--- config.mk ---
export PLATFORM = sky130hd
export DESIGN_NAME = compacting_list_store_core
export DESIGN_NICKNAME = d
export VERILOG_FILES = /design/src/design/clsc_pkg.sv /design/src/design/compacting_list_store_core.sv /design/src/design/clsc_ram.sv /design/src/design/clsc_ctrl.sv /design/src/design/clsc_dp.sv
export VERILOG_INCLUDE_DIRS = /design/src /design/src/design
export SDC_FILE = /design/constraint.sdc
export NUM_CORES = 1
export LEC_CHECK = 0
export ABC_AREA = 1
export ABC_CLOCK_PERIOD_IN_PS = 10150
export BUFFER_PORTS_ARGS = -buffer_cell sky130_fd_sc_hd__buf_2
export CAP_MARGIN = 20
export CORE_MARGIN = 5
export CORE_UTILIZATION = 50
export CTS_CLUSTER_SIZE = 10
export DETAILED_ROUTE_END_ITERATION = 12
export GPL_ROUTABILITY_DRIVEN = 0
export PLACE_DENSITY = 0.64
export REMOVE_ABC_BUFFERS = 1
export SYNTH_ARGS = -nofsm -noshare
export SYNTH_HDL_FRONTEND = slang
export SYNTH_HIERARCHICAL = 1
export SYNTH_SLANG_ARGS = --single-unit
--- constraint.sdc ---
create_clock -name clk -period 10.15 [get_ports clk]
set_input_delay 1.5225 -clock clk [delete_from_list [all_inputs] [get_ports clk]]
set_output_delay 1.5225 -clock clk [all_outputs]
set_load 0.01 [all_outputs]
--- src/design/compacting_list_store_core_defines.svh ---
// Assertion macros used by the list store datapath.
`ifndef COMPACTING_LIST_STORE_CORE_DEFINES_SVH
`define COMPACTING_LIST_STORE_CORE_DEFINES_SVH

`ifndef SYNTHESIS

// Check that prop holds at every clock edge outside reset.
`define CLSC_ASSERT(lbl, clk, rst_n, prop, msg) \
	lbl: assert property (@(posedge clk) disable iff (!rst_n) (prop)) else $error(msg);

// Check that cond never holds outside reset.
`define CLSC_NEVER(lbl, clk, rst_n, cond, msg) \
	lbl: assert property (@(posedge clk) disable iff (!rst_n) !(cond)) else $error(msg);

`else

`define CLSC_ASSERT(lbl, clk, rst_n, prop, msg)
`define CLSC_NEVER(lbl, clk, rst_n, cond, msg)

`endif

`endif

--- src/design/clsc_pkg.sv ---
`default_nettype none

package clsc_pkg;

	localparam int CLSC_DEPTH     = 16;
	localparam int CLSC_WORD_BITS = 32;

	localparam int KIND_W   = 2;
	localparam int INDEX_W  = 4;
	localparam int VALUE_W  = 32;
	localparam int RDVAL_W  = 32;
	localparam int COUNT_W  = 5;
	localparam int STATUS_W = 2;

	localparam int S_TDATA_W = 40;
	localparam int M_TDATA_W = 40;

	typedef enum logic [KIND_W-1:0] {
		KIND_APPEND = 2'd0,
		KIND_REMOVE = 2'd1,
		KIND_READ   = 2'd2,
		KIND_WRITE  = 2'd3
	} clsc_kind_t;

	typedef enum logic [STATUS_W-1:0] {
		STAT_DONE  = 2'd0,
		STAT_RANGE = 2'd1,
		STAT_FULL  = 2'd2
	} clsc_status_t;

	// Controller to datapath
	typedef struct packed {
		logic         capture;   // latch the accepted item
		logic         append;    // store word at count, bump count
		logic         wr_entry;  // overwrite entry at index
		logic         rd_issue;  // start a read at index
		logic         rd_take;   // keep the read word for the result
		logic         rm_begin;  // point the mover just past index
		logic         shift;     // read at mover, write the previous word down
		logic         drop;      // flush the last moved word, shrink count
		logic         set_res;   // start a fresh result
		clsc_status_t res_status;
		logic         load_out;  // move result into the output register
	} clsc_cmd_t;

	// Datapath to controller
	typedef struct packed {
		clsc_kind_t kind;
		logic       full;
		logic       oob;
		logic       rm_short;  // nothing sits after the removed entry
		logic       last;      // mover points at the last entry
		logic       out_free;
	} clsc_sts_t;

endpackage

`default_nettype wire

--- src/design/compacting_list_store_core.sv ---
`default_nettype none

// Channel   Dir  Handshake          tdata (low bit up)                    tuser
// s_*       in   s_tvalid/s_tready  index[3:0], value[35:4], zero pad     kind[1:0]
// m_*       out  m_tvalid/m_tready  read_value[31:0], count[36:32], pad   status[1:0]
//
// One item is worked at a time; s_tready is high only while the controller idles.
// Append, write, rejects and a remove of the last entry go from decode to finish.
// Read adds a wait state for the registered read port of the entry RAM. Other removes
// add one move step per entry moved down (count - index - 1), then a drain step.
// arst_n clears the count, the controller and the output valid; entries are not cleared.
// A result waits in the output register; the controller stalls only if it is still full.

module compacting_list_store_core
	import clsc_pkg::*;
#(
	parameter int DEPTH     = CLSC_DEPTH,
	parameter int WORD_BITS = CLSC_WORD_BITS
) (
	input  wire logic                 clk,
	input  wire logic                 arst_n,
	input  wire logic                 s_tvalid,
	output      logic                 s_tready,
	input  wire logic [S_TDATA_W-1:0] s_tdata,   // index[3:0], value[35:4], zero pad
	input  wire logic [KIND_W-1:0]    s_tuser,   // kind[1:0]
	output      logic                 m_tvalid,
	input  wire logic                 m_tready,
	output      logic [M_TDATA_W-1:0] m_tdata,   // read_value[31:0], count[36:32], zero pad
	output      logic [STATUS_W-1:0]  m_tuser    // status[1:0]
);

	// Command and status buses between the sequencer and the datapath
	clsc_cmd_t cmd;
	clsc_sts_t sts;

	// Sequence each transaction: decode, read, move entries, deliver
	clsc_ctrl u_ctrl (
		.clk      (clk),
		.arst_n   (arst_n),
		.s_tvalid (s_tvalid),
		.s_tready (s_tready),
		.sts      (sts),
		.cmd      (cmd)
	);

	// Hold the list, the count, the mover and the output register
	clsc_dp #(
		.DEPTH     (DEPTH),
		.WORD_BITS (WORD_BITS)
	) u_dp (
		.clk      (clk),
		.arst_n   (arst_n),
		.cmd      (cmd),
		.sts      (sts),
		.s_tdata  (s_tdata),
		.s_tuser  (s_tuser),
		.m_tvalid (m_tvalid),
		.m_tready (m_tready),
		.m_tdata  (m_tdata),
		.m_tuser  (m_tuser)
	);

endmodule

`default_nettype wire

--- src/design/clsc_ram.sv ---
`default_nettype none

module clsc_ram #(
	parameter int WIDTH = 32,
	parameter int DEPTH = 16
) (
	input  wire logic                     clk,
	input  wire logic                     we,
	input  wire logic [$clog2(DEPTH)-1:0] waddr,
	input  wire logic [WIDTH-1:0]         wdata,
	input  wire logic                     re,
	input  wire logic [$clog2(DEPTH)-1:0] raddr,
	output      logic [WIDTH-1:0]         rdata
);

	logic [WIDTH-1:0] mem_q [DEPTH];

	always_ff @(posedge clk) begin
		if (we) begin
			mem_q[waddr] <= wdata;
		end
		if (re) begin
			rdata <= mem_q[raddr];
		end
	end

endmodule

`default_nettype wire

--- src/design/clsc_ctrl.sv ---
`default_nettype none

module clsc_ctrl
	import clsc_pkg::*;
(
	input  wire logic      clk,
	input  wire logic      arst_n,
	input  wire logic      s_tvalid,
	output      logic      s_tready,
	input  wire clsc_sts_t sts,
	output      clsc_cmd_t cmd
);

	typedef enum logic [5:0] {
		ST_IDLE   = 6'b000001,
		ST_EXEC   = 6'b000010,
		ST_RDWAIT = 6'b000100,
		ST_SHIFT  = 6'b001000,
		ST_DRAIN  = 6'b010000,
		ST_FINISH = 6'b100000
	} state_t;

	state_t state_q;
	state_t state_d;

	assign s_tready = (state_q == ST_IDLE);

	always_comb begin
		cmd     = '0;
		state_d = state_q;
		case (state_q)
			ST_IDLE: begin
				if (s_tvalid) begin
					cmd.capture = 1'b1;
					state_d     = ST_EXEC;
				end
			end
			ST_EXEC: begin
				cmd.set_res = 1'b1;
				state_d     = ST_FINISH;
				if (sts.kind == KIND_APPEND) begin
					if (sts.full) begin
						cmd.res_status = STAT_FULL;
					end else begin
						cmd.res_status = STAT_DONE;
						cmd.append     = 1'b1;
					end
				end else if (sts.oob) begin
					cmd.res_status = STAT_RANGE;
				end else begin
					cmd.res_status = STAT_DONE;
					case (sts.kind)
						KIND_WRITE: begin
							cmd.wr_entry = 1'b1;
						end
						KIND_READ: begin
							cmd.rd_issue = 1'b1;
							state_d      = ST_RDWAIT;
						end
						KIND_REMOVE: begin
							if (sts.rm_short) begin
								cmd.drop = 1'b1;
							end else begin
								cmd.rm_begin = 1'b1;
								state_d      = ST_SHIFT;
							end
						end
						default: begin
						end
					endcase
				end
			end
			ST_RDWAIT: begin
				cmd.rd_take = 1'b1;
				state_d     = ST_FINISH;
			end
			ST_SHIFT: begin
				cmd.shift = 1'b1;
				if (sts.last) begin
					state_d = ST_DRAIN;
				end
			end
			ST_DRAIN: begin
				cmd.drop = 1'b1;
				state_d  = ST_FINISH;
			end
			ST_FINISH: begin
				if (sts.out_free) begin
					cmd.load_out = 1'b1;
					state_d      = ST_IDLE;
				end
			end
			default: begin
				state_d = ST_IDLE;
			end
		endcase
	end

	always_ff @(posedge clk or negedge arst_n) begin
		if (!arst_n) begin
			state_q <= ST_IDLE;
		end else begin
			state_q <= state_d;
		end
	end

endmodule

`default_nettype wire

--- src/design/clsc_dp.sv ---
`default_nettype none

`include "compacting_list_store_core_defines.svh"

module clsc_dp
	import clsc_pkg::*;
#(
	parameter int DEPTH     = CLSC_DEPTH,
	parameter int WORD_BITS = CLSC_WORD_BITS
) (
	input  wire logic                   clk,
	input  wire logic                   arst_n,
	input  wire clsc_cmd_t              cmd,
	output      clsc_sts_t              sts,
	input  wire logic [S_TDATA_W-1:0]   s_tdata,
	input  wire logic [KIND_W-1:0]      s_tuser,
	output      logic                   m_tvalid,
	input  wire logic                   m_tready,
	output      logic [M_TDATA_W-1:0]   m_tdata,
	output      logic [STATUS_W-1:0]    m_tuser
);

	localparam int AW    = $clog2(DEPTH);
	localparam int CNT_W = $clog2(DEPTH + 1);
	localparam int CMP_W = (CNT_W + 1 > COUNT_W) ? CNT_W + 1 : COUNT_W;
	localparam int VW    = (WORD_BITS > VALUE_W) ? WORD_BITS : VALUE_W;
	localparam int PAD_W = M_TDATA_W - RDVAL_W - COUNT_W;

	// Captured item
	clsc_kind_t           kind_q;
	logic [INDEX_W-1:0]   idx_q;
	logic [WORD_BITS-1:0] word_q;

	// List state and mover
	logic [CNT_W-1:0]     count_q;
	logic [CNT_W-1:0]     ptr_q;
	logic [AW-1:0]        wr_addr_q;
	logic                 pend_q;

	// Result and output register
	logic [WORD_BITS-1:0] res_rd_q;
	clsc_status_t         res_status_q;
	logic                 m_valid_q;
	logic [RDVAL_W-1:0]   m_rd_q;
	logic [COUNT_W-1:0]   m_cnt_q;
	logic [STATUS_W-1:0]  m_st_q;

	logic [VW-1:0]        in_ext;
	logic [VW-1:0]        rd_ext;
	logic [CMP_W-1:0]     idx_x;
	logic [CMP_W-1:0]     cnt_x;
	logic [CMP_W-1:0]     ptr_x;
	logic [CNT_W-1:0]     ptr_m1;

	logic                 ram_we;
	logic [AW-1:0]        ram_waddr;
	logic [WORD_BITS-1:0] ram_wdata;
	logic                 ram_re;
	logic [AW-1:0]        ram_raddr;
	logic [WORD_BITS-1:0] ram_rdata;

	assign in_ext = VW'(s_tdata[INDEX_W +: VALUE_W]);
	assign idx_x  = CMP_W'(idx_q);
	assign cnt_x  = CMP_W'(count_q);
	assign ptr_x  = CMP_W'(ptr_q);
	assign ptr_m1 = ptr_q - CNT_W'(1);

	assign sts.kind     = kind_q;
	assign sts.full     = (count_q >= CNT_W'(DEPTH));
	assign sts.oob      = (idx_x >= cnt_x);
	assign sts.rm_short = ((idx_x + CMP_W'(1)) >= cnt_x);
	assign sts.last     = ((ptr_x + CMP_W'(1)) >= cnt_x);
	assign sts.out_free = !m_valid_q || m_tready;

	// Storage ports
	always_comb begin
		ram_we    = 1'b0;
		ram_waddr = wr_addr_q;
		ram_wdata = ram_rdata;
		if (cmd.append) begin
			ram_we    = 1'b1;
			ram_waddr = count_q[AW-1:0];
			ram_wdata = word_q;
		end else if (cmd.wr_entry) begin
			ram_we    = 1'b1;
			ram_waddr = idx_x[AW-1:0];
			ram_wdata = word_q;
		end else if (pend_q && (cmd.shift || cmd.drop)) begin
			ram_we = 1'b1;
		end
	end

	assign ram_re    = cmd.rd_issue || cmd.shift;
	assign ram_raddr = cmd.rd_issue ? idx_x[AW-1:0] : ptr_q[AW-1:0];

	clsc_ram #(
		.WIDTH (WORD_BITS),
		.DEPTH (DEPTH)
	) u_ram (
		.clk   (clk),
		.we    (ram_we),
		.waddr (ram_waddr),
		.wdata (ram_wdata),
		.re    (ram_re),
		.raddr (ram_raddr),
		.rdata (ram_rdata)
	);

	// Payload registers
	always_ff @(posedge clk) begin
		if (cmd.capture) begin
			kind_q <= clsc_kind_t'(s_tuser);
			idx_q  <= s_tdata[INDEX_W-1:0];
			word_q <= in_ext[WORD_BITS-1:0];
		end
		if (cmd.set_res) begin
			res_rd_q     <= '0;
			res_status_q <= cmd.res_status;
		end
		if (cmd.rd_take) begin
			res_rd_q <= ram_rdata;
		end
		if (cmd.shift) begin
			wr_addr_q <= ptr_m1[AW-1:0];
		end
		if (cmd.load_out) begin
			m_rd_q  <= rd_ext[RDVAL_W-1:0];
			m_cnt_q <= cnt_x[COUNT_W-1:0];
			m_st_q  <= res_status_q;
		end
	end

	assign rd_ext = VW'(res_rd_q);

	// Control registers
	always_ff @(posedge clk or negedge arst_n) begin
		if (!arst_n) begin
			count_q   <= '0;
			ptr_q     <= '0;
			pend_q    <= 1'b0;
			m_valid_q <= 1'b0;
		end else begin
			if (cmd.append) begin
				count_q <= count_q + CNT_W'(1);
			end else if (cmd.drop) begin
				count_q <= count_q - CNT_W'(1);
			end
			if (cmd.rm_begin) begin
				ptr_q <= CNT_W'(idx_x + CMP_W'(1));
			end else if (cmd.shift) begin
				ptr_q <= ptr_q + CNT_W'(1);
			end
			if (cmd.shift) begin
				pend_q <= 1'b1;
			end else if (cmd.drop) begin
				pend_q <= 1'b0;
			end
			if (cmd.load_out) begin
				m_valid_q <= 1'b1;
			end else if (m_tready) begin
				m_valid_q <= 1'b0;
			end
		end
	end

	assign m_tvalid = m_valid_q;
	assign m_tdata  = {PAD_W'(0), m_cnt_q, m_rd_q};
	assign m_tuser  = m_st_q;

	`CLSC_NEVER(a_count_bound, clk, arst_n, count_q > CNT_W'(DEPTH), "count above capacity")
	`CLSC_ASSERT(a_count_hold, clk, arst_n, !(cmd.append || cmd.drop) |=> $stable(count_q), "count moved without append or remove")
	`CLSC_NEVER(a_drop_empty, clk, arst_n, cmd.drop && (count_q == '0), "remove from an empty list")
	`CLSC_NEVER(a_shift_range, clk, arst_n, cmd.shift && (ptr_q >= count_q), "mover read beyond the last entry")
	`CLSC_ASSERT(a_pend_shift, clk, arst_n, pend_q |-> $past(cmd.shift) || $past(pend_q), "move pending without a preceding read")

endmodule

`default_nettype wire

== Word-level counts from Yosys, hierarchy flattened ==
Memory sizes are Yosys's and may differ from the RTL's. A register that Yosys moved wholly into a read port is not among the register bits.
Index checks and enable logic that the tools add are counted.

* Register bits: 133
* Latch bits: 0
* Memory bits (writable): 512
* Memory bits (read-only): 0
* Input port bits: 46
* Output and inout bits: 44
* Word-level logic and storage cells: 105
* Memories kept: 1

* $add $sub $neg: 6
* Multipliers: 0
* Divide/modulo/power cells: 0
* Magnitude comparators: 4
* Equality and inequality tests: 12
* Shift operators: 0
* Muxes and demuxes: 55
* Bitwise operators: 0
* Reduce and logical (&&, ||, !) cells: 13

{| class="wikitable"
|+ Memory list
! memory !! words !! width !! read ports !! clocked after memory_dff !! write ports !! RTL line !! source
|-
| u_dp.u_ram.mem_q || 16 || 32 || 1 || 1 || 1 || clsc_ram.sv:16 || <nowiki>logic [WIDTH-1:0] mem_q [DEPTH];</nowiki>
|}

{| class="wikitable"
|+ Operators by type and width
! kind !! count
|-
| $mux W32 || 4
|-
| $mux W6 || 6
|-
| $pmux W6 S5 || 1
|-
| $mux W1 || 29
|-
| $mux W5 || 4
|-
| $ge A6 B5 Y1 || 2
|-
| $mux W4 || 3
|-
| $pmux W6 S2 || 1
|-
| $add A5 B1 Y5 const B || 2
|-
| $reduce_bool A2 Y1 || 5
|-
| $mux W2 || 4
|-
| $add A5 B1 Y6 const B || 1
|-
| $eq A6 B1 Y1 const B || 1
|-
| $eq A6 B2 Y1 const B || 1
|-
| $eq A6 B3 Y1 const B || 1
|-
| $eq A6 B4 Y1 const B || 1
|-
| $eq A6 B5 Y1 const B || 1
|-
| $eq A6 B6 Y1 const B || 1
|-
| $mux W3 || 2
|-
| $ne A2 B2 Y1 const B || 3
|-
| $add A4 B1 Y5 const B || 1
|-
| $ge A4 B5 Y1 || 1
|-
| $ge A5 B5 Y1 const B || 1
|-
| $sub A5 B1 Y5 const B || 1
|-
| 10 further kinds || 13
|}

== Logic depth before layout (Yosys ltp) ==
Gate-level depths: netlist of run 1.

* Word-level depth: 14
* Gate-level depth with buffers: 22

== By module ==
Netlist of run 1, hierarchy kept.

{| class="wikitable"
|+ By module, submodules not included
! module !! times used !! cells an instance !! area an instance (um^2) !! seq. area each (um^2)
|-
| clsc_ram || 1 || 2120 || 23050.9 || 16335.7
|-
| clsc_dp || 1 || 395 || 5381.4 || 3753.6
|-
| clsc_ctrl || 1 || 72 || 474.2 || 151.4
|}

== Worst setup path after synthesis of run 1 ==
Ideal clock, no wire load.

* Path type: reg2reg
* Start point: reg u_dp.idx_q[2]
* End point: mem u_dp.u_ram.mem_q[12][0], enable pin
* Setup time: 0.421 ns
* Arrival time: 3.691 ns
* Data required time: 9.729 ns
* Slack: 6.038 ns
* Stages on the path, launching flop included: 15
* Path buffers: 0
* Period minus slack after synthesis: 4.112 ns
* Cells stage by stage: edfxtp_1 ha_1 nand2_1 inv_1 o21ai_0 nand4_1 inv_1 nand3_1 nor2_1 inv_1 o21ai_0 a21oi_1 a21oi_1 nand3_1 nor2_1

{| class="wikitable"
|+ RTL lines
! item !! RTL line !! source
|-
| start: declaration || clsc_dp.sv:31 || <nowiki>logic [INDEX_W-1:0] idx_q;</nowiki>
|-
| start signal: assignment || clsc_dp.sv:113 || <nowiki>idx_q <= s_tdata[INDEX_W-1:0];</nowiki>
|-
| end: declaration || clsc_ram.sv:16 ||
|}

==> metrics.yaml, run 1 <==
status: "complete, no violations"
multi_input_area_mm2: 0.00630
crit_path_max_fanout: 87
wl_um: 68300
async_flop_share_pct: 2.66
cts_tree: "done"
drive_above_1_share_pct: 10.3
rrSetupSlack_ns: 4.63
fin_total_pwr_w: 0.00810
antenna_found_initial: 0
ys.warnings.count: 6
hold_viol: 0
vias: 18300
ant_nets: 0
wl_per_cell_um: 19.7
syn_to_final_growth_pct: 11.3
whs_ns: 0.416
switching_share_pct: 32.8
die_area_mm2: 0.0627
powerDensity_mw_per_mm2: 252
clkLatencyLatePin_ns: 0.61
synth_cells: 2587
postSynthAreaPerCell_um2: 11.2
overflow: 0
clock-sinks: 677
grt_pass1_wl_um: 102000
fillerInstances: 4751
drtPass1Iterations: 5
critPathKind: "register to register"
die_x_um: 250
dpl.cell_count: 3351
routed_via_density: 5.28
grt_usage_pct: 21.3
p_int_w: 0.00544
final_cell_mix: "nand2_1 (755), edfxtp_1 (659), inv_1 (461)"
io_buffers: 82
synth_area_mm2: 0.0289
grt_pass1_vias: 17400
final_util_pct: 56.0
ioPinCount: 90
max_cap_viol_count: 0
synth_seq_area_share_pct: 70.0
p_seq_share_pct: 42.4
layout_min_cycle_time_ns: 5.52
cp.arrival_ns: 5.89
fin_nets: 2735
synth_edf_count: 659
ys.flop_type: "edfxtp_1"
initialDrtViolationCount: 1652
ctsResizeCount: 0
initial_core_util_pct: 50.3
final.setup.tns_ns: 0
core_area_mm2: 0.0575
route.met2.wl_um: 31500
met3_wirelength_um: 5030
skew_ns: 0.0148
clk_pin_slew_ns: 0.05
highest_layer: "met4"
slew_headroom_pct: 24.8
critPathCaptureType: "register"
start_kind: "register"
hpwl_um: 33300
irDropWorstVdd_mv: 0.196
synthDistinctLibCells: 40
numCtsBuffers: 79
diodes: 0
post-route-drc-count: 0
cts_max_level: 3
p_leak_nw: 13.5
setup_violations: 0
clkPwrFrac_pct: 30.8
die_y_um: 250
cts_setup_buffers: 0
cts_root_buf: "clkbuf_16"
p_sw_w: 0.00266
fin_cells: 3457
hp-class: "register to register"
wl_met1_um: 29800
ys_ff_latch: 677
drv_slew: 0
cts_buffer_depth: 3
hold_buffers: 0
regArea_mm2: 0.0202
worst_pin_slew_ns: 1.13
layout_commonest_cell: "nand2_1"
rsz0062_at_grt: "false"
cp.required_ns: 10.52
grt_max_degree: 99
std_cell_rows: 88
fmax_ghz: 0.181
post-route-period-util_pct: 54.4
comb_power_share_pct: 26.9
## Yosys cell counts (all sizes together) (2+ instances only)
master | instances | area share [%]
xor2 | 6 | 0.18
clkbuf | 20 | 0.26
ha | 20 | 0.87
inv | 465 | 6.0
nand3 | 408 | 7.1
nor2 | 46 | 0.67
mux2 | 32 | 1.2
nor3 | 2 | 0.052
nand2 | 755 | 9.8
o22ai | 2 | 0.043
edfxtp | 659 | 68
o211ai | 2 | 0.052
or2 | 2 | 0.043
nand3b | 4 | 0.10
o21ai | 14 | 0.24
nand4 | 7 | 0.15
a22oi | 3 | 0.078
o21bai | 2 | 0.052
a21oi | 13 | 0.23
buf | 100 | 2.5
dfrtp | 17 | 1.5
## kinds of logic (layout without fill, tap and decap cells)
logic type      count (synthesis)  count (layout)  synth area share [%]
simple gates                 1225            1225                  18.0
flops                         677             677                  70.0
buf+inv                       586             689                  8.85
compound gates                 38              38                 0.744
mux                            32              32                  1.25
fa+ha+maj                      21              21                 0.935
xor+xnor                        7               7                 0.212
other cells                     1               3                0.0130
## critical path, cell delays in order (launching register included)
cell,delay (ns)
edfxtp_1,0.51
ha_1,0.38
nand2_1,0.07
inv_1,0.04
o21ai_0,0.18
nand4_1,0.16
inv_1,0.15
nand3_1,0.15
nor2_1,0.86
nand2_1,0.22
o21ai_4,0.10
buf_4,0.76
inv_6,0.43
buf_4,0.57
nand2_1,0.16
nand2_1,0.06
nand2_1,0.07
nand3_1,0.09
nand3_1,0.11
nand2_1,0.06
## registers in the layout (all words and copies together), names as in the netlist
register and flops:
u_ctrl/state_q 6, u_dp/m_tuser 2, u_dp/ptr_q 5, u_dp/u_ram/rdata 32, u_dp/idx_q 4, u_dp/m_cnt_q 5
u_dp/rd_ext 32, u_dp/res_status_q 2, u_dp/u_ram/mem_q 512, u_dp/count_q 5, u_dp/m_tvalid 1, u_dp/word_q 32
u_dp/kind_q 2, u_dp/wr_addr_q 4, u_dp/m_rd_q 32, u_dp/pend_q 1
## stage by stage
| step | setup slack (ns) | cell area, um2 |
|---|---|---|
| 6_report | 4.63 | 32200 |
| 5_1_grt | 4.18 | 32200 |
| 4_1_cts | 4.68 | 32100 |
| 3_5_place_dp | 4.70 | 29900 |
| 3_3_place_gp | 4.80 | 29900 |
| 2_1_floorplan | -12.39 | 28100 |
## final timing paths
check                           cells past startpoint            start                   end
min in group asynchronous                           1           arst_n     u_ctrl/state_q[2]
max in group asynchronous                           1           arst_n     u_ctrl/state_q[0]
worst min register to register                      0  u_dp/rd_ext[10]       u_dp/m_rd_q[10]
worst max register to register                     19    u_dp/idx_q[2]  u_dp/u_ram/rdata[23]
worst min-delay path                                0  u_dp/rd_ext[10]       u_dp/m_rd_q[10]
worst max-delay path                               19    u_dp/idx_q[2]  u_dp/u_ram/rdata[23]
## per-layer routing
| layer | up-vias | GRT usage, % |
|---|---|---|
| li1 | 8589 | - |
| met1 | 8853 | 30.5 |
| met2 | 672 | 34.0 |
| met3 | 138 | 3.70 |
| met4 | 0 | 6.49 |
| met5 | - | 0 |
## cell type report
cell class	instances	area share, %
Timing Repair Buffer	118	2.18
Tap cell	765	2.98
Sequential cell	677	62.9
Clock buffer	96	6.48
Inverter	466	5.48
Multi-Input combinational cell	1326	19.6
Clock inverter	9	0.416
## power groups by stage
stage / registers [W] / logic (W) / clock network, W
floorplan: 0.00347 / 0.00185 / 0
global placement: 0.00348 / 0.00209 / 0
detailed placement: 0.00348 / 0.00215 / 0
CTS: 0.00343 / 0.00216 / 0.00254
global route: 0.00344 / 0.00242 / 0.00266
finish: 0.00343 / 0.00218 / 0.00249
Power figures use the tool's default switching activity.
==> run 2, diff against run 1 <==
--- a/config.mk
+++ b/config.mk
@@ -7,7 +7,7 @@
 export NUM_CORES = 1
 export LEC_CHECK = 0
 export ABC_AREA = 1
-export ABC_CLOCK_PERIOD_IN_PS = 10150
+export ABC_CLOCK_PERIOD_IN_PS = 5400
 export BUFFER_PORTS_ARGS = -buffer_cell sky130_fd_sc_hd__buf_2
 export CAP_MARGIN = 20
 export CORE_MARGIN = 5
==> constraint.sdc (replaced) <==
create_clock -name clk -period 5.4 [get_ports clk]
set_input_delay 0.81 -clock clk [delete_from_list [all_inputs] [get_ports clk]]
set_output_delay 0.81 -clock clk [all_outputs]
set_load 0.01 [all_outputs]
==> run 2 against run 1 <==
Compared with the run above:
- critical path depth shrank 5
- setup slack lost 3.5 ns
- register-to-register slack lost 3.5 ns
- clock skew grew 0.0086 ns
- maximum frequency grew 29%
- core utilization grew 0.10 points
- hold slack lost 0.26 ns
- sequential power grew 88%
- final cell count grew 0.29%
- combinational power grew 95%
- highest routed layer is now met5
==> metrics.yaml, run 2 (synthesis gave the netlist of run 1 again) <==
status: "complete, no violations"
drtPass1Iterations: 5
fin_nets: 2739
cts_buffer_depth: 3
numCtsBuffers: 79
cpMaxStageDelayCell: "nor2_4"
worstSetupPathDepth: 14
post-route-drc-count: 0
critPathCaptureType: "register"
io_buffers: 82
drv_slew: 0
final_util_pct: 56.1
cp.required_ns: 5.67
grt_pass1_wl_um: 103000
hp-class: "primary input to async pin"
skew_ns: 0.0234
die_area_mm2: 0.0627
powerDensity_mw_per_mm2: 477
r2r_start: "u_dp/idx_q[2]"
drive_above_1_share_pct: 10.4
critPathKind: "register to register"
max_cap_viol_count: 0
ioPinCount: 90
path_common_cell: "nand2_1"
slowest_delay_ns: 0.72
die_x_um: 250
layout_commonest_cell: "nand2_1"
largest_register_ffs: 512
initialDrtViolationCount: 1903
reg2reg_depth: 14
ctsResizeCount: 0
slew_headroom_pct: 29.9
cts_max_level: 3
crit_path_cell_trace: "ha_1 -> nand2_1 -> inv_1 -> o21ai_0 -> nand4_1 -> inv_1 -> nand3_1 -> nor2_1 -> nor2_4 -> buf_4 -> nand2_1 -> nand2_1 -> nor2_4 -> buf_4"
std_cell_rows: 88
setup_violations: 0
irDropWorstVdd_mv: 0.388
rrSetupSlack_ns: 1.12
initial_core_util_pct: 50.3
cts_tree: "done"
cp-endpoint: "u_dp/u_ram/mem_q[0][3]"
p_leak_nw: 13.5
cp.arrival_ns: 4.55
crit_path_max_fanout: 33
wl_um: 68100
diodes: 0
final_cell_mix: "nand2_1 (755), edfxtp_1 (659), inv_1 (461)"
hpwl_um: 35800
grt_usage_pct: 21.3
crit_path_start: "u_dp/idx_q[2]"
hold_buffers: 0
regMostFlops: "u_dp/u_ram/mem_q"
final.setup.worst_slack_ns: 1.12
wl_per_cell_um: 19.6
hold_viol: 0
critPathTopFamily: "simple AND/OR/NAND/NOR gates"
core_area_mm2: 0.0575
syn_to_final_growth_pct: 11.5
cts_setup_buffers: 0
ant_nets: 0
worst_pin_slew_ns: 1.05
grt_pass1_vias: 17700
fillerInstances: 4706
antenna_found_initial: 2
rsz0062_at_grt: "false"
worstReg2RegEnd: "u_dp/u_ram/mem_q[0][3]"
vias: 18300
die_y_um: 250
crit_buf_inv: 4
pre_cts_slack_ns: 1.14
overflow: 0
clkLatencyLatePin_ns: 0.61
clk_pin_slew_ns: 0.05
post-route-period-util_pct: 79.3
fmax_ghz: 0.234
grt_max_degree: 165
start_kind: "register"
cts_root_buf: "clkbuf_16"
routed_via_density: 5.28
layout_min_cycle_time_ns: 4.28
clock-sinks: 677
[run 2: per-stage QoR]
stage,power [W],std cells,TNS (ns),hold slack (ns),instance area [um2]
after global routing,0.0162,3467,0,0.173,32200
final,0.0154,3467,0,0.151,32200
after global placement,0.0107,3355,0,0.401,30000
after detailed placement,0.0108,3355,0,0.405,30000
after floorplan,0.00950,2469,-548.35,0.400,28100
after CTS,0.0155,3466,0,0.138,32200
[run 2: per-layer routing]
layer	GRT usage (%)	wire length, um	part of all wire [%]	vias up
li1	-	-	-	8600
met1	31.1	30000	44	8901
met2	33.5	31300	46	711
met3	3.34	5280	7.7	109
met4	6.56	1530	2.2	2
met5	0	13	0.019	-
[run 2: area by class of cell]
cell class | instances | area (um2) | area share (%)
multi-input cells | 1326 | 6300 | 19.5
repair buffers | 122 | 773 | 2.40
well taps | 765 | 957 | 2.97
inverters | 466 | 1760 | 5.46
flip-flops and latches | 677 | 20200 | 62.8
clock inverters | 8 | 85.1 | 0.264
clock buffers | 103 | 2120 | 6.58
[run 2: how the worst min path moves through the flow]
stage                     from               to  slack (ns)  depth (start not counted)
3_3_place_gp   u_dp/rd_ext[27]  u_dp/m_rd_q[27]        0.40                          0
3_5_place_dp    u_dp/rd_ext[7]   u_dp/m_rd_q[7]        0.40                          0
2_1_floorplan   u_dp/rd_ext[0]   u_dp/m_rd_q[0]        0.40                          0
5_1_grt                 arst_n  u_dp/count_q[3]        0.17                          1
6_report                arst_n  u_dp/count_q[3]        0.15                          1
4_1_cts                 arst_n  u_dp/count_q[3]        0.14                          1
[run 2: report_power, final]
group / leakage (nW) / internal, W / switching [W] / total, W
combinational: 6.29 / 0.00119 / 0.00306 / 0.00425
clock: 1.07 / 0.00276 / 0.00192 / 0.00469
sequential: 6.19 / 0.00631 / 0.000132 / 0.00645
total: 13.5 / 0.0103 / 0.00512 / 0.0154
==> run 3, diff against run 2 <==
--- a/config.mk
+++ b/config.mk
@@ -7,7 +7,7 @@
 export NUM_CORES = 1
 export LEC_CHECK = 0
 export ABC_AREA = 1
-export ABC_CLOCK_PERIOD_IN_PS = 5400
+export ABC_CLOCK_PERIOD_IN_PS = 3840
 export BUFFER_PORTS_ARGS = -buffer_cell sky130_fd_sc_hd__buf_2
 export CAP_MARGIN = 20
 export CORE_MARGIN = 5
@@ -15,7 +15,7 @@
 export CTS_CLUSTER_SIZE = 10
 export DETAILED_ROUTE_END_ITERATION = 12
 export GPL_ROUTABILITY_DRIVEN = 0
-export PLACE_DENSITY = 0.64
+export PLACE_DENSITY = 0.67
 export REMOVE_ABC_BUFFERS = 1
 export SYNTH_ARGS = -nofsm -noshare
 export SYNTH_HDL_FRONTEND = slang
==> constraint.sdc (replaced) <==
create_clock -name clk -period 3.84 [get_ports clk]
set_input_delay 0.576 -clock clk [delete_from_list [all_inputs] [get_ports clk]]
set_output_delay 0.576 -clock clk [all_outputs]
set_load 0.01 [all_outputs]
==> run 3 against run 2 <==
Compared with the run above:
- die area unchanged
- final cell count up 0.69%
- count of clock-buffer cells in the layout decreased by 2
- critical path type unchanged
- largest power group unchanged
==> metrics.yaml, run 3 (synthesis gave the netlist of run 1 again) <==
crit_path_cell_trace: "ha_1 -> nand2_1 -> inv_1 -> o21ai_0 -> nand4_1 -> inv_1 -> nand3_1 -> nor2_1 -> inv_1 -> o21ai_0 -> a21oi_1 -> a21oi_1 -> nand2_1 -> nor2_4 -> buf_4"
overflow: 0
post-route-drc-count: 0
die_x_um: 250
cp.required_ns: 4.09
cp.arrival_ns: 3.95
ioPinCount: 90
numCtsBuffers: 79
switching_share_pct: 32.4
cts_max_level: 3
wl_um: 66100
critPathTopFamily: "simple AND/OR/NAND/NOR gates"
critPathKind: "register to register"
post-route-period-util_pct: 96.4
multi_input_area_mm2: 0.00630
skew_ns: 0.0283
grt_usage_pct: 20.9
ant_nets: 0
vias: 18400
slowest_delay_ns: 0.50
regMostFlops: "u_dp/u_ram/mem_q"
dpl.cell_count: 3377
cpMaxStageDelayCell: "edfxtp_1"
io_buffers: 82
layout_commonest_cell: "nand2_1"
slew_headroom_pct: 32.0
fin_nets: 2767
die_y_um: 250
wl_per_cell_um: 18.9
largest_register_ffs: 512
p_leak_nw: 13.8
grt_max_degree: 87
comb_power_share_pct: 28.0
die_area_mm2: 0.0627
rsz0062_at_grt: "true"
powerDensity_mw_per_mm2: 663
placed_area_mm2: 0.0306
syn_to_final_growth_pct: 13.9
hpwl_um: 36200
clkLatencyLatePin_ns: 0.62
drv_slew: 0
max_cap_viol_count: 0
worst_pin_slew_ns: 1.02
fillerInstances: 4569
crit_path_max_fanout: 18
cts_tree: "done"
irDropWorstVdd_mv: 0.434
fmax_ghz: 0.270
final.setup.tns_ns: 0
grt_pass1_vias: 17800
antenna_found_initial: 1
p_sw_w: 0.00708
fin_cells: 3491
initial_core_util_pct: 50.3
regArea_mm2: 0.0202
initialDrtViolationCount: 1549
final_cell_mix: "nand2_1 (755), edfxtp_1 (659), inv_1 (461)"
diodes: 0
finalInstanceArea_mm2: 0.0329
p_seq_share_pct: 41.5
core_area_mm2: 0.0575
cts_root_buf: "clkbuf_16"
path_common_cell: "inv_1"
routed_via_density: 5.26
grt_pass1_wl_um: 102000
hold_viol: 0
clkPwrFrac_pct: 30.5
clk_pin_slew_ns: 0.06
cts_buffer_depth: 3
critPathCaptureType: "register"
hp-class: "primary input to register"
start_kind: "register"
drive_above_1_share_pct: 11.4
crit_buf_inv: 4
clock-sinks: 677
p_int_w: 0.0148
layout_min_cycle_time_ns: 3.70
drtPass1Iterations: 5
status: "complete, no violations"
setup_violations: 0
std_cell_rows: 88
[run 3: changes by cell type in the layout (fill, tap and decap cells not counted), moves of 2 or more]
cell      change
clkbuf_1      -3
clkinv_2      -2
buf_4         -9
buf_12       +35
clkinv_1      -2
[run 3: path summary, 6_finish.rpt]
path	startpoint	endpoint	slack (ns)	cells past startpoint
hold reg to reg	u_dp/rd_ext[9]	u_dp/m_rd_q[9]	0.42	0
hold / removal	s_tdata[2]	u_dp/idx_q[2]	0.14	1
max in group asynchronous	arst_n	u_ctrl/state_q[0]	3.05	2
setup reg to reg	u_dp/idx_q[2]	u_dp/u_ram/mem_q[13][11]	0.14	15
setup / recovery	u_dp/idx_q[2]	u_dp/u_ram/mem_q[13][11]	0.14	15
min in group asynchronous	arst_n	u_dp/pend_q	0.44	2
[run 3: cell type report]
cell class                 instances  share of cell area (%)
clock buffer                     101                    6.48
clock inverter                     6                   0.312
inverter                         466                    5.35
multi-input combinational       1326                    19.1
sequential                       677                    61.5
tap                              765                    2.91
timing repair buffer             150                    4.34
[run 3: metal layers]
metal	share of wire [%]	routed length, um	global-route usage, %	vias up
li1	-	-	-	8654
met1	41	27300	28.5	8865
met2	48	31800	34.3	725
met3	8.3	5480	3.98	122
met4	2.4	1580	6.74	0
met5	0	0	0	-
[run 3: through the flow]
| stage | utilization [%] | worst slack, ns | total power (W) | hold WS, ns |
|---|---|---|---|---|
| 2_1_floorplan | - | -18.70 | 0.0128 | 0.280 |
| 3_3_place_gp | 53.3 | 0.129 | 0.0151 | 0.400 |
| 3_5_place_dp | 53.3 | 0.0628 | 0.0153 | 0.405 |
| 4_1_cts | 57.2 | 0.000173 | 0.0219 | 0.104 |
| 5_1_grt | 57.3 | -0.0799 | 0.0230 | 0.118 |
| 6_report | 57.3 | 0.138 | 0.0218 | 0.140 |
[run 3: what timing repair did]
action	4_1_cts	5_1_grt
buffers inserted	0	6
endpoints found under the setup margin	0	322
resized for setup	0	4
hold buffers	1	0
endpoints found under the hold margin	17	0
[run 3: power groups by stage]
stage          sequential [W]  combinational [W]  clock, W
3_5_place_dp          0.00920            0.00608         0
6_report              0.00906            0.00611   0.00667
4_1_cts               0.00906            0.00610   0.00679
5_1_grt               0.00909            0.00677   0.00711
3_3_place_gp          0.00919            0.00591         0
2_1_floorplan         0.00915            0.00367         0
